==> src/rtl/core/pwc_pkg.sv <==
// shared types, constants and command/status structs of the pulse width clusterer
// no dependencies
package pwc_pkg;

    localparam int SLOT_COUNT    = 8;
    localparam int WIDTH_BITS    = 24;
    localparam int COUNT_BITS    = 16;
    localparam int SUM_BITS      = WIDTH_BITS + COUNT_BITS;
    localparam int SLOT_IDX_BITS = (SLOT_COUNT > 1) ? $clog2(SLOT_COUNT) : 1;
    localparam int USED_BITS     = $clog2(SLOT_COUNT + 1);
    localparam int DIV_CNT_BITS  = $clog2(SUM_BITS + 1);
    localparam int RANK_BITS     = 3;
    localparam int TOL_BITS      = 8;
    localparam int FLOOR_BITS    = 16;
    localparam int WANT_BITS     = 4;
    localparam int CFG_DATA_BITS = 16;
    localparam int CFG_IDX_BITS  = 2;

    // stream payload layout
    localparam int IN_TDATA_BITS  = 24;
    localparam int OUT_FIELD_BITS = WIDTH_BITS + COUNT_BITS + RANK_BITS + 1;
    localparam int OUT_TDATA_BITS = ((OUT_FIELD_BITS + 7) / 8) * 8;

    localparam logic [COUNT_BITS-1:0] COUNT_MAX = {COUNT_BITS{1'b1}};
    localparam logic [USED_BITS-1:0]  SLOTS_FULL = USED_BITS'(SLOT_COUNT);

    // reset values of the configuration registers
    localparam logic [TOL_BITS-1:0]   TOL_RESET   = 8'd51;
    localparam logic [FLOOR_BITS-1:0] FLOOR_RESET = 16'd20;
    localparam logic [WANT_BITS-1:0]  WANT_RESET  = 4'd8;

    typedef enum logic [CFG_IDX_BITS-1:0] {
        REG_TOLERANCE = 2'd0,
        REG_FLOOR     = 2'd1,
        REG_WANTED    = 2'd2
    } cfg_reg_t;

    typedef struct packed {
        logic [SUM_BITS-1:0]   sum;
        logic [COUNT_BITS-1:0] members;
        logic [WIDTH_BITS-1:0] centre;
    } slot_t;

    typedef enum logic [3:0] {
        ST_IDLE,
        ST_SCAN,
        ST_PLACE,
        ST_DIV,
        ST_REPORT,
        ST_ROW,
        ST_CMP,
        ST_SWAP_A,
        ST_SWAP_B,
        ST_EMIT,
        ST_EMPTY
    } state_t;

    typedef struct packed {
        logic load_in;
        logic scan_step;
        logic place;
        logic div_step;
        logic div_write;
        logic sort_init;
        logic row_load;
        logic cmp_step;
        logic row_next;
        logic swap_a;
        logic swap_b;
        logic emit_init;
        logic emit_load;
        logic empty_load;
    } cmd_t;

    typedef struct packed {
        logic take;
        logic in_last;
        logic last;
        logic scan_done;
        logic place_new;
        logic div_done;
        logic used_zero;
        logic sort_done;
        logic cmp_done;
        logic swap_needed;
        logic emit_last;
        logic out_free;
    } status_t;

endpackage

==> src/rtl/core/pulse_width_clusterer.sv <==
// Pulse width clusterer. Input stream: tdata[23:0] signed timing, tlast marks
// the last sample of a capture. Each nonzero width is matched against up to
// eight slots (one slot per cycle), joins or opens a slot, and the joined
// slot's mean is recomputed by a bit-serial divider (40 steps and a write).
// A zero or dropped sample is taken in the idle state alone; a sample that
// opens a slot skips the divider, and one that joins a slot waits for it.
// On tlast the slots are selection-sorted by member count, largest first,
// and the first clusters_wanted (no more than the slots in use) are sent
// one transaction each on the output stream, tlast on the final one; an
// empty capture gives one transaction with members 0. Then the capture
// clears. The output register holds a result while the receiver stalls;
// the block accepts the next sample once the last result is in that
// register. Reset clears the capture and loads the configuration defaults
// (tolerance 51/256, floor 20, eight clusters). The user is to write
// configuration through cfg_we/cfg_index/cfg_data only while no
// transaction is in work; the block itself does not enforce it.
// Depends on pwc_pkg, pwc_ctrl and pwc_datapath.
module pulse_width_clusterer (
    input  logic                                  clk,
    input  logic                                  rst_n,
    input  logic                                  cfg_we,
    input  logic [pwc_pkg::CFG_IDX_BITS-1:0]      cfg_index,
    input  logic [pwc_pkg::CFG_DATA_BITS-1:0]     cfg_data,
    input  logic                                  s_axis_tvalid,
    output logic                                  s_axis_tready,
    input  logic [pwc_pkg::IN_TDATA_BITS-1:0]     s_axis_tdata,  // timing
    input  logic                                  s_axis_tlast,  // end_of_capture
    output logic                                  m_axis_tvalid,
    input  logic                                  m_axis_tready,
    // centre, members, rank, dropped, zero pad
    output logic [pwc_pkg::OUT_TDATA_BITS-1:0]    m_axis_tdata,
    output logic                                  m_axis_tlast   // final_res
);
    import pwc_pkg::*;

    cmd_t    cmd;
    status_t st;

    // control state machine
    pwc_ctrl u_ctrl (
        .clk      (clk),
        .rst_n    (rst_n),
        .in_valid (s_axis_tvalid),
        .st       (st),
        .in_ready (s_axis_tready),
        .cmd      (cmd)
    );

    // datapath
    pwc_datapath u_dp (
        .clk       (clk),
        .rst_n     (rst_n),
        .cfg_we    (cfg_we),
        .cfg_index (cfg_index),
        .cfg_data  (cfg_data),
        .in_data   (s_axis_tdata),
        .in_last   (s_axis_tlast),
        .cmd       (cmd),
        .st        (st),
        .out_valid (m_axis_tvalid),
        .out_ready (m_axis_tready),
        .out_data  (m_axis_tdata),
        .out_last  (m_axis_tlast)
    );

endmodule

==> src/rtl/core/pwc_ctrl.sv <==
// control state machine of the pulse width clusterer
// depends on pwc_pkg (state, command and status types)
module pwc_ctrl (
    input  logic             clk,
    input  logic             rst_n,
    input  logic             in_valid,
    input  pwc_pkg::status_t st,
    output logic             in_ready,
    output pwc_pkg::cmd_t    cmd
);
    import pwc_pkg::*;

    state_t state_reg;
    state_t state_next;

    // state register
    always_ff @(posedge clk or negedge rst_n)
    begin
        if (!rst_n)
        begin
            state_reg <= ST_IDLE;
        end
        else
        begin
            state_reg <= state_next;
        end
    end

    // next state and commands
    always_comb
    begin
        state_next = state_reg;
        cmd        = '0;
        in_ready   = 1'b0;
        unique case (state_reg)
            ST_IDLE:
            begin
                in_ready = 1'b1;
                if (in_valid)
                begin
                    cmd.load_in = 1'b1;
                    if (st.take)
                        state_next = ST_SCAN;
                    else if (st.in_last)
                        state_next = ST_REPORT;
                end
            end
            ST_SCAN:
            begin
                if (st.scan_done)
                    state_next = ST_PLACE;
                else
                    cmd.scan_step = 1'b1;
            end
            ST_PLACE:
            begin
                cmd.place = 1'b1;
                if (!st.place_new)
                    state_next = ST_DIV;
                else if (st.last)
                    state_next = ST_REPORT;
                else
                    state_next = ST_IDLE;
            end
            ST_DIV:
            begin
                if (st.div_done)
                begin
                    cmd.div_write = 1'b1;
                    state_next = st.last ? ST_REPORT : ST_IDLE;
                end
                else
                begin
                    cmd.div_step = 1'b1;
                end
            end
            ST_REPORT:
            begin
                if (st.used_zero)
                begin
                    state_next = ST_EMPTY;
                end
                else
                begin
                    cmd.sort_init = 1'b1;
                    state_next = ST_ROW;
                end
            end
            ST_ROW:
            begin
                if (st.sort_done)
                begin
                    cmd.emit_init = 1'b1;
                    state_next = ST_EMIT;
                end
                else
                begin
                    cmd.row_load = 1'b1;
                    state_next = ST_CMP;
                end
            end
            ST_CMP:
            begin
                if (!st.cmp_done)
                begin
                    cmd.cmp_step = 1'b1;
                end
                else if (st.swap_needed)
                begin
                    state_next = ST_SWAP_A;
                end
                else
                begin
                    cmd.row_next = 1'b1;
                    state_next = ST_ROW;
                end
            end
            ST_SWAP_A:
            begin
                cmd.swap_a = 1'b1;
                state_next = ST_SWAP_B;
            end
            ST_SWAP_B:
            begin
                cmd.swap_b = 1'b1;
                state_next = ST_ROW;
            end
            ST_EMIT:
            begin
                if (st.out_free)
                begin
                    cmd.emit_load = 1'b1;
                    if (st.emit_last)
                        state_next = ST_IDLE;
                end
            end
            ST_EMPTY:
            begin
                if (st.out_free)
                begin
                    cmd.empty_load = 1'b1;
                    state_next = ST_IDLE;
                end
            end
            default:
            begin
                state_next = ST_IDLE;
            end
        endcase
    end

endmodule

==> src/rtl/core/pwc_datapath.sv <==
// datapath: slot store, nearest-slot scan, serial divider, sort and result register
// depends on pwc_pkg (slot type, command and status structs, constants)
module pwc_datapath (
    input  logic                                  clk,
    input  logic                                  rst_n,
    input  logic                                  cfg_we,
    input  logic [pwc_pkg::CFG_IDX_BITS-1:0]      cfg_index,
    input  logic [pwc_pkg::CFG_DATA_BITS-1:0]     cfg_data,
    input  logic [pwc_pkg::IN_TDATA_BITS-1:0]     in_data,
    input  logic                                  in_last,
    input  pwc_pkg::cmd_t                         cmd,
    output pwc_pkg::status_t                      st,
    output logic                                  out_valid,
    input  logic                                  out_ready,
    output logic [pwc_pkg::OUT_TDATA_BITS-1:0]    out_data,
    output logic                                  out_last
);
    import pwc_pkg::*;

    // configuration
    logic [TOL_BITS-1:0]   tol_reg;
    logic [FLOOR_BITS-1:0] floor_reg;
    logic [WANT_BITS-1:0]  want_reg;

    // capture state
    slot_t                 slot_mem [SLOT_COUNT];
    logic [USED_BITS-1:0]  used_reg;
    logic [COUNT_BITS-1:0] samples_reg;
    logic                  overflow_reg;
    logic [WIDTH_BITS-1:0] w_reg;
    logic                  last_reg;

    // scan trackers
    logic [USED_BITS-1:0]     scan_idx_reg;
    logic                     match_found_reg;
    logic [WIDTH_BITS-1:0]    match_d_reg;
    logic [SLOT_IDX_BITS-1:0] match_idx_reg;
    logic                     near_found_reg;
    logic [WIDTH_BITS-1:0]    near_d_reg;
    logic [SLOT_IDX_BITS-1:0] near_idx_reg;
    logic [SLOT_IDX_BITS-1:0] target_reg;

    // divider
    logic [SUM_BITS-1:0]     quo_reg;
    logic [COUNT_BITS-1:0]   den_reg;
    logic [COUNT_BITS:0]     rem_reg;
    logic [DIV_CNT_BITS-1:0] div_cnt_reg;

    // sort and emit
    logic [USED_BITS-1:0]     a_reg;
    logic [USED_BITS-1:0]     b_reg;
    logic [SLOT_IDX_BITS-1:0] m_reg;
    slot_t                    temp_reg;
    slot_t                    best_reg;
    logic [USED_BITS-1:0]     e_reg;

    // result register
    logic                      out_valid_reg;
    logic [WIDTH_BITS-1:0]     out_centre_reg;
    logic [COUNT_BITS-1:0]     out_members_reg;
    logic [RANK_BITS-1:0]      out_rank_reg;
    logic                      out_dropped_reg;
    logic                      out_last_reg;

    logic [WIDTH_BITS-1:0]      w_in;
    logic [SLOT_IDX_BITS-1:0]   rd_idx;
    slot_t                      rd_slot;
    logic [WIDTH_BITS+TOL_BITS-1:0] prod;
    logic [WIDTH_BITS-1:0]      tol_rel;
    logic [WIDTH_BITS-1:0]      tol;
    logic [WIDTH_BITS-1:0]      delta;
    logic                       in_tol;
    logic [SLOT_IDX_BITS-1:0]   place_idx;
    logic [SUM_BITS-1:0]        new_sum;
    logic [COUNT_BITS-1:0]      new_members;
    logic [COUNT_BITS:0]        trial;
    logic                       q_bit;
    logic [WANT_BITS-1:0]       want_eff;
    logic [USED_BITS-1:0]       k_count;
    logic                       out_clear;

    // width of the incoming timing
    assign w_in = in_data[IN_TDATA_BITS-1] ? (~in_data + 1'b1) : in_data;

    // single read address of the slot store
    always_comb
    begin
        priority if (cmd.scan_step)
            rd_idx = scan_idx_reg[SLOT_IDX_BITS-1:0];
        else if (cmd.place)
            rd_idx = place_idx;
        else if (cmd.row_load)
            rd_idx = a_reg[SLOT_IDX_BITS-1:0];
        else if (cmd.cmp_step)
            rd_idx = b_reg[SLOT_IDX_BITS-1:0];
        else
            rd_idx = e_reg[SLOT_IDX_BITS-1:0];
    end
    assign rd_slot = slot_mem[rd_idx];

    // tolerance and distance of the slot under scan
    assign prod    = tol_reg * rd_slot.centre;
    assign tol_rel = prod[WIDTH_BITS+TOL_BITS-1:TOL_BITS];
    assign tol     = (tol_rel < WIDTH_BITS'(floor_reg)) ? WIDTH_BITS'(floor_reg) : tol_rel;
    assign delta   = (w_reg >= rd_slot.centre) ? (w_reg - rd_slot.centre)
                                               : (rd_slot.centre - w_reg);
    assign in_tol  = (delta <= tol);

    // placement target and updated sums
    assign place_idx   = match_found_reg ? match_idx_reg : near_idx_reg;
    assign new_sum     = rd_slot.sum + SUM_BITS'(w_reg);
    assign new_members = rd_slot.members + 1'b1;

    // one restoring division step
    assign trial = {rem_reg[COUNT_BITS-1:0], quo_reg[SUM_BITS-1]};
    assign q_bit = (trial >= {1'b0, den_reg});

    // report length
    assign want_eff  = (want_reg == '0) ? WANT_BITS'(1) : want_reg;
    assign k_count   = (WANT_BITS'(used_reg) < want_eff) ? used_reg : USED_BITS'(want_eff);
    assign out_clear = (cmd.emit_load && st.emit_last) || cmd.empty_load;

    // status to the controller
    always_comb
    begin
        st             = '0;
        st.take        = (w_in != '0) && (samples_reg != COUNT_MAX);
        st.in_last     = in_last;
        st.last        = last_reg;
        st.scan_done   = (scan_idx_reg == used_reg);
        st.place_new   = !match_found_reg && (used_reg < SLOTS_FULL);
        st.div_done    = (div_cnt_reg == DIV_CNT_BITS'(SUM_BITS));
        st.used_zero   = (used_reg == '0);
        st.sort_done   = ((a_reg + 1'b1) >= used_reg);
        st.cmp_done    = (b_reg == used_reg);
        st.swap_needed = (m_reg != a_reg[SLOT_IDX_BITS-1:0]);
        st.emit_last   = ((e_reg + 1'b1) == k_count);
        st.out_free    = !out_valid_reg || out_ready;
    end

    // configuration registers
    always_ff @(posedge clk or negedge rst_n)
    begin
        if (!rst_n)
        begin
            tol_reg   <= TOL_RESET;
            floor_reg <= FLOOR_RESET;
            want_reg  <= WANT_RESET;
        end
        else if (cfg_we)
        begin
            unique case (cfg_index)
                REG_TOLERANCE: tol_reg   <= cfg_data[TOL_BITS-1:0];
                REG_FLOOR:     floor_reg <= cfg_data[FLOOR_BITS-1:0];
                REG_WANTED:    want_reg  <= cfg_data[WANT_BITS-1:0];
                default:       ;
            endcase
        end
    end

    // capture counters
    always_ff @(posedge clk or negedge rst_n)
    begin
        if (!rst_n)
        begin
            used_reg     <= '0;
            samples_reg  <= '0;
            overflow_reg <= 1'b0;
        end
        else if (out_clear)
        begin
            used_reg     <= '0;
            samples_reg  <= '0;
            overflow_reg <= 1'b0;
        end
        else
        begin
            if (cmd.load_in && (w_in != '0))
            begin
                if (samples_reg == COUNT_MAX)
                    overflow_reg <= 1'b1;
                else
                    samples_reg <= samples_reg + 1'b1;
            end
            if (cmd.place && st.place_new)
                used_reg <= used_reg + 1'b1;
        end
    end

    // slot store writes
    always_ff @(posedge clk)
    begin
        if (cmd.place)
        begin
            if (st.place_new)
            begin
                slot_mem[used_reg[SLOT_IDX_BITS-1:0]] <=
                    '{sum: SUM_BITS'(w_reg), members: COUNT_BITS'(1), centre: w_reg};
            end
            else
            begin
                slot_mem[place_idx].sum     <= new_sum;
                slot_mem[place_idx].members <= new_members;
            end
        end
        else if (cmd.div_write)
        begin
            slot_mem[target_reg].centre <= quo_reg[WIDTH_BITS-1:0];
        end
        else if (cmd.swap_a)
        begin
            slot_mem[a_reg[SLOT_IDX_BITS-1:0]] <= best_reg;
        end
        else if (cmd.swap_b)
        begin
            slot_mem[m_reg] <= temp_reg;
        end
    end

    // sample, scan, divider and sort working registers
    always_ff @(posedge clk)
    begin
        if (cmd.load_in)
        begin
            w_reg           <= w_in;
            last_reg        <= in_last;
            scan_idx_reg    <= '0;
            match_found_reg <= 1'b0;
            near_found_reg  <= 1'b0;
        end
        if (cmd.scan_step)
        begin
            if (in_tol && (!match_found_reg || (delta < match_d_reg)))
            begin
                match_found_reg <= 1'b1;
                match_d_reg     <= delta;
                match_idx_reg   <= rd_idx;
            end
            if (!near_found_reg || (delta < near_d_reg))
            begin
                near_found_reg <= 1'b1;
                near_d_reg     <= delta;
                near_idx_reg   <= rd_idx;
            end
            scan_idx_reg <= scan_idx_reg + 1'b1;
        end
        if (cmd.place)
        begin
            target_reg  <= place_idx;
            quo_reg     <= new_sum;
            den_reg     <= new_members;
            rem_reg     <= '0;
            div_cnt_reg <= '0;
        end
        if (cmd.div_step)
        begin
            rem_reg     <= q_bit ? (trial - {1'b0, den_reg}) : trial;
            quo_reg     <= {quo_reg[SUM_BITS-2:0], q_bit};
            div_cnt_reg <= div_cnt_reg + 1'b1;
        end
        if (cmd.sort_init)
            a_reg <= '0;
        if (cmd.row_load)
        begin
            temp_reg <= rd_slot;
            best_reg <= rd_slot;
            m_reg    <= a_reg[SLOT_IDX_BITS-1:0];
            b_reg    <= a_reg + 1'b1;
        end
        if (cmd.cmp_step)
        begin
            if (rd_slot.members > best_reg.members)
            begin
                best_reg <= rd_slot;
                m_reg    <= rd_idx;
            end
            b_reg <= b_reg + 1'b1;
        end
        if (cmd.row_next || cmd.swap_b)
            a_reg <= a_reg + 1'b1;
        if (cmd.emit_init)
            e_reg <= '0;
        else if (cmd.emit_load)
            e_reg <= e_reg + 1'b1;
    end

    // result register valid flag
    always_ff @(posedge clk or negedge rst_n)
    begin
        if (!rst_n)
        begin
            out_valid_reg <= 1'b0;
        end
        else if (cmd.emit_load || cmd.empty_load)
        begin
            out_valid_reg <= 1'b1;
        end
        else if (out_ready)
        begin
            out_valid_reg <= 1'b0;
        end
    end

    // result register payload
    always_ff @(posedge clk)
    begin
        if (cmd.emit_load)
        begin
            out_centre_reg  <= rd_slot.centre;
            out_members_reg <= rd_slot.members;
            out_rank_reg    <= RANK_BITS'(e_reg);
            out_dropped_reg <= overflow_reg;
            out_last_reg    <= st.emit_last;
        end
        else if (cmd.empty_load)
        begin
            out_centre_reg  <= '0;
            out_members_reg <= '0;
            out_rank_reg    <= '0;
            out_dropped_reg <= overflow_reg;
            out_last_reg    <= 1'b1;
        end
    end

    assign out_valid = out_valid_reg;
    assign out_last  = out_last_reg;
    assign out_data  = OUT_TDATA_BITS'({out_dropped_reg, out_rank_reg,
                                        out_members_reg, out_centre_reg});

endmodule

==> config.mk <==
export PLATFORM = sky130hd
export DESIGN_NAME = pulse_width_clusterer
export DESIGN_NICKNAME = d
export VERILOG_FILES = /design/src/rtl/core/pwc_pkg.sv /design/src/rtl/core/pulse_width_clusterer.sv /design/src/rtl/core/pwc_ctrl.sv /design/src/rtl/core/pwc_datapath.sv
export SDC_FILE = /design/constraint.sdc
export NUM_CORES = 2
export LEC_CHECK = 0
export ABC_AREA = 1
export BUFFER_PORTS_ARGS = -buffer_cell sky130_fd_sc_hd__buf_2
export CORE_ASPECT_RATIO = 1.1
export CORE_MARGIN = 3
export CORE_UTILIZATION = 55
export DETAILED_ROUTE_END_ITERATION = 10
export MAX_ROUTING_LAYER = met4
export PLACE_DENSITY = 0.76
export SLEW_MARGIN = 0
export SYNTH_ARGS = -nofsm -noshare
export SYNTH_HDL_FRONTEND = slang
export SYNTH_SLANG_ARGS = --single-unit
==> constraint.sdc <==
create_clock -name clk -period 16 [get_ports clk]
set_input_delay 0.8 -clock clk [delete_from_list [all_inputs] [get_ports clk]]
set_output_delay 0.8 -clock clk [all_outputs]
set_load 0.01 [all_outputs]
==> results.json <==
{
  "outcome": "complete, no violations",
  "antenna_found_initial": 6,
  "remaining_drc_errors": 0,
  "rsz0062_at_grt": "false",
  "min_period_ns": 12.37,
  "ys.flop_type": "edfxtp_1",
  "yosysSeqAreaShare_pct": 54.5,
  "synth_edf_count": 937,
  "wl_per_cell_um": 22.3,
  "cts-resized-gates": 0,
  "synth_area_per_cell_um2": 9.97,
  "report.final.slew_viol_count": 0,
  "via_per_inst": 5.93,
  "vias": 43000,
  "postSynth.asyncResetShare_pct": 5.00,
  "worst_pin_slew_ns": 1.42,
  "cts_inserted_buffers": 107,
  "clkSinkCount": 1080,
  "grt_max_degree": 213,
  "hold_class": "input pin to async pin",
  "synth-seq-cells": 1080,
  "crit_fanout": 64,
  "die_y_um": 345,
  "cp_slowest_cell": "buf_4",
  "critPathArrivalTime_ns": 12.71,
  "r2r-end": "u_dp.match_idx_reg[2]",
  "final_antenna_net_count": 0,
  "end_kind": "flip-flop",
  "finalCritPeriodShare_pct": 77.3,
  "cap_violations": 0,
  "die_area_um2": 108000,
  "cp-start-kind": "flip-flop",
  "die_x_um": 314,
  "synth_warnings": 0,
  "rows": 123,
  "ioPinCount": 99,
  "fin_tns_setup_ns": 0,
  "clk_path_buf_depth": 3,
  "max-slew-margin-rel_pct": 4.54,
  "yosys.cell_types.count": 78,
  "reg2reg_depth": 55,
  "port_buffers": 94,
  "cts_tree": "done",
  "overflow": 0,
  "layout.nets": 6224,
  "timing.rr.start": "u_dp.a_reg[0]",
  "final_layout_size_suffix_gt1_share_pct": 7.83,
  "cts_root_buffer": "clkbuf_16",
  "grt_pass1_wl_um": 245000,
  "gr-usage-all-layers_pct": 30.6,
  "setup_viol": 0,
  "largest_reg_flops": 640,
  "cpPeakStageDelay_ns": 0.67,
  "whs_ns": 0.235,
  "post_cts_buffers": 0,
  "place_hpwl_um": 109000,
  "cts_hold_buffers": 0,
  "cts.htree.levels": 3,
  "hold_violations": 0,
  "wirelength_um": 162000,
  "crit_type": "flip-flop to flip-flop",
  "clkLatencyLatePin_ns": 0.72,
  "drt_iter0_drc": 4797,
  "clkSlewWorstSetupHoldPaths_ns": 0.05,
  "area_growth_pct": 9.33,
  "firstDrtPassIters": 6,
  "synthesis.area_um2": 57300,
  "syn_inst": 5750,
  "grt_pass1_vias": 42000,
  "fmax_ghz": 0.0809,
  "initial_core_util_pct": 55.8,
  "fin_skew_ns": 0.0505,
  "core_area_um2": 103000,
  "worstPathRequired_ns": 16.34,
  "gp_congestion": 0.997,
  "reg2reg_slack_ns": 3.63,
  "path_common_cell": "inv_1"
}
-- cell families (layout without fill, tap and decap cells) --
kind of cell | after synthesis | count (layout) | synth area share, %
and+or+nand+nor | 2043 | 2043 | 14.6
AOI/OAI and AO/OA | 1180 | 1180 | 11.9
DFF | 1080 | 1080 | 54.5
buffers and inverters | 906 | 1029 | 6.33
adders and majority gates | 392 | 392 | 10.3
xor gates and xnor gates | 143 | 143 | 2.18
muxes | 5 | 5 | 0.0873
other | 1 | 12 | 0.00654
-- routing by layer --
metal | up-vias | GRT usage (%) | part of all wire [%]
met5 | - | - | 0
li1 | 19700 | - | -
met4 | 0 | 15.5 | 5.5
met2 | 1996 | 49.0 | 47
met3 | 501 | 5.47 | 8.8
met1 | 20800 | 37.7 | 38
-- metrics by stage --
stage	cells	setup slack (ns)	utilization [%]	instance area, um2
2_1_floorplan	5753	2.95	-	57400
3_3_place_gp	7050	3.85	57.5	59100
3_5_place_dp	7050	3.76	57.5	59100
4_1_cts	7251	3.69	61.0	62700
5_1_grt	7258	2.76	61.0	62700
6_report	7259	3.63	61.0	62700
-- area by class of cell --
class	count	area [um2]
flip-flops and latches	1080	31300
clock inverters	59	723
repair buffers	157	968
clock buffers	142	2850
multi-input cells	3767	22600
fillers	8303	40100
inverters	671	2520
well taps	1375	1720
diodes	8	20.0
-- worst max-delay path: cells and delay by family (launching register included) --
family,cells,cell delay (ns)
and+or+nand+nor,20,2.79
adders and majority gates,9,3.65
buffers and inverters,11,1.72
DFF,1,0.52
xor gates and xnor gates,2,0.44
AOI/OAI and AO/OA,13,2.83
-- cell usage after synthesis, types with 22 or more instances --
master / number / area, um2
a21oi_1: 305 / 1530
a31oi_1: 36 / 225
a32o_1: 33 / 330
buf_2: 57 / 285
buf_4: 24 / 180
clkbuf_1: 128 / 480
dfrtp_1: 47 / 1180
dfxtp_1: 89 / 1780
edfxtp_1: 937 / 28100
fa_1: 135 / 2700
ha_1: 257 / 3220
inv_1: 640 / 2400
inv_2: 24 / 90.1
nand2_1: 989 / 3710
nand2_2: 23 / 144
nand3_1: 145 / 726
nand4_1: 23 / 144
nor2_1: 754 / 2830
nor3_1: 40 / 200
nor4_1: 22 / 138
o21a_1: 33 / 248
o21ai_0: 476 / 2380
o21ai_1: 37 / 185
o221ai_1: 35 / 307
o22ai_1: 107 / 669
o31ai_1: 31 / 233
xnor2_1: 53 / 464
xor2_1: 90 / 788
-- worst max-delay path by stage --
stage / endpoint / cells past startpoint / from / slack (ns)
4_1_cts: u_dp.match_idx_reg[2] / 55 / u_dp.a_reg[0] / 3.69
3_5_place_dp: u_dp.match_d_reg[14] / 55 / u_dp.a_reg[0] / 3.76
5_1_grt: u_dp.match_d_reg[10] / 54 / u_dp.a_reg[0] / 2.76
6_report: u_dp.match_idx_reg[2] / 55 / u_dp.a_reg[0] / 3.63
2_1_floorplan: u_dp.match_d_reg[0] / 59 / u_dp.a_reg[0] / 2.95
3_3_place_gp: u_dp.match_d_reg[14] / 55 / u_dp.a_reg[0] / 3.85
-- layout by cell type (no fill, tap or decap), types with 26 or more instances in the layout --
master     instances
ha_1             257
inv_1            639
nand3_1          145
buf_2             94
a21oi_1          303
o221ai_1          35
a31oi_1           36
nor3_1            39
nand2_1          984
dfxtp_1           89
o22ai_1          107
edfxtp_1         937
inv_2             26
o21a_1            33
a32o_1            33
o31ai_1           31
xnor2_1           53
o21ai_0          469
dfrtp_1           47
nand2_2           26
fa_1             135
clkbuf_16        107
nor2_1           732
o21ai_1           43
xor2_1            90
buf_4             61
clkbuf_1          31
Power is not shown: default switching activity piles up to over one toggle a cycle in this logic, so the estimate is an artifact.
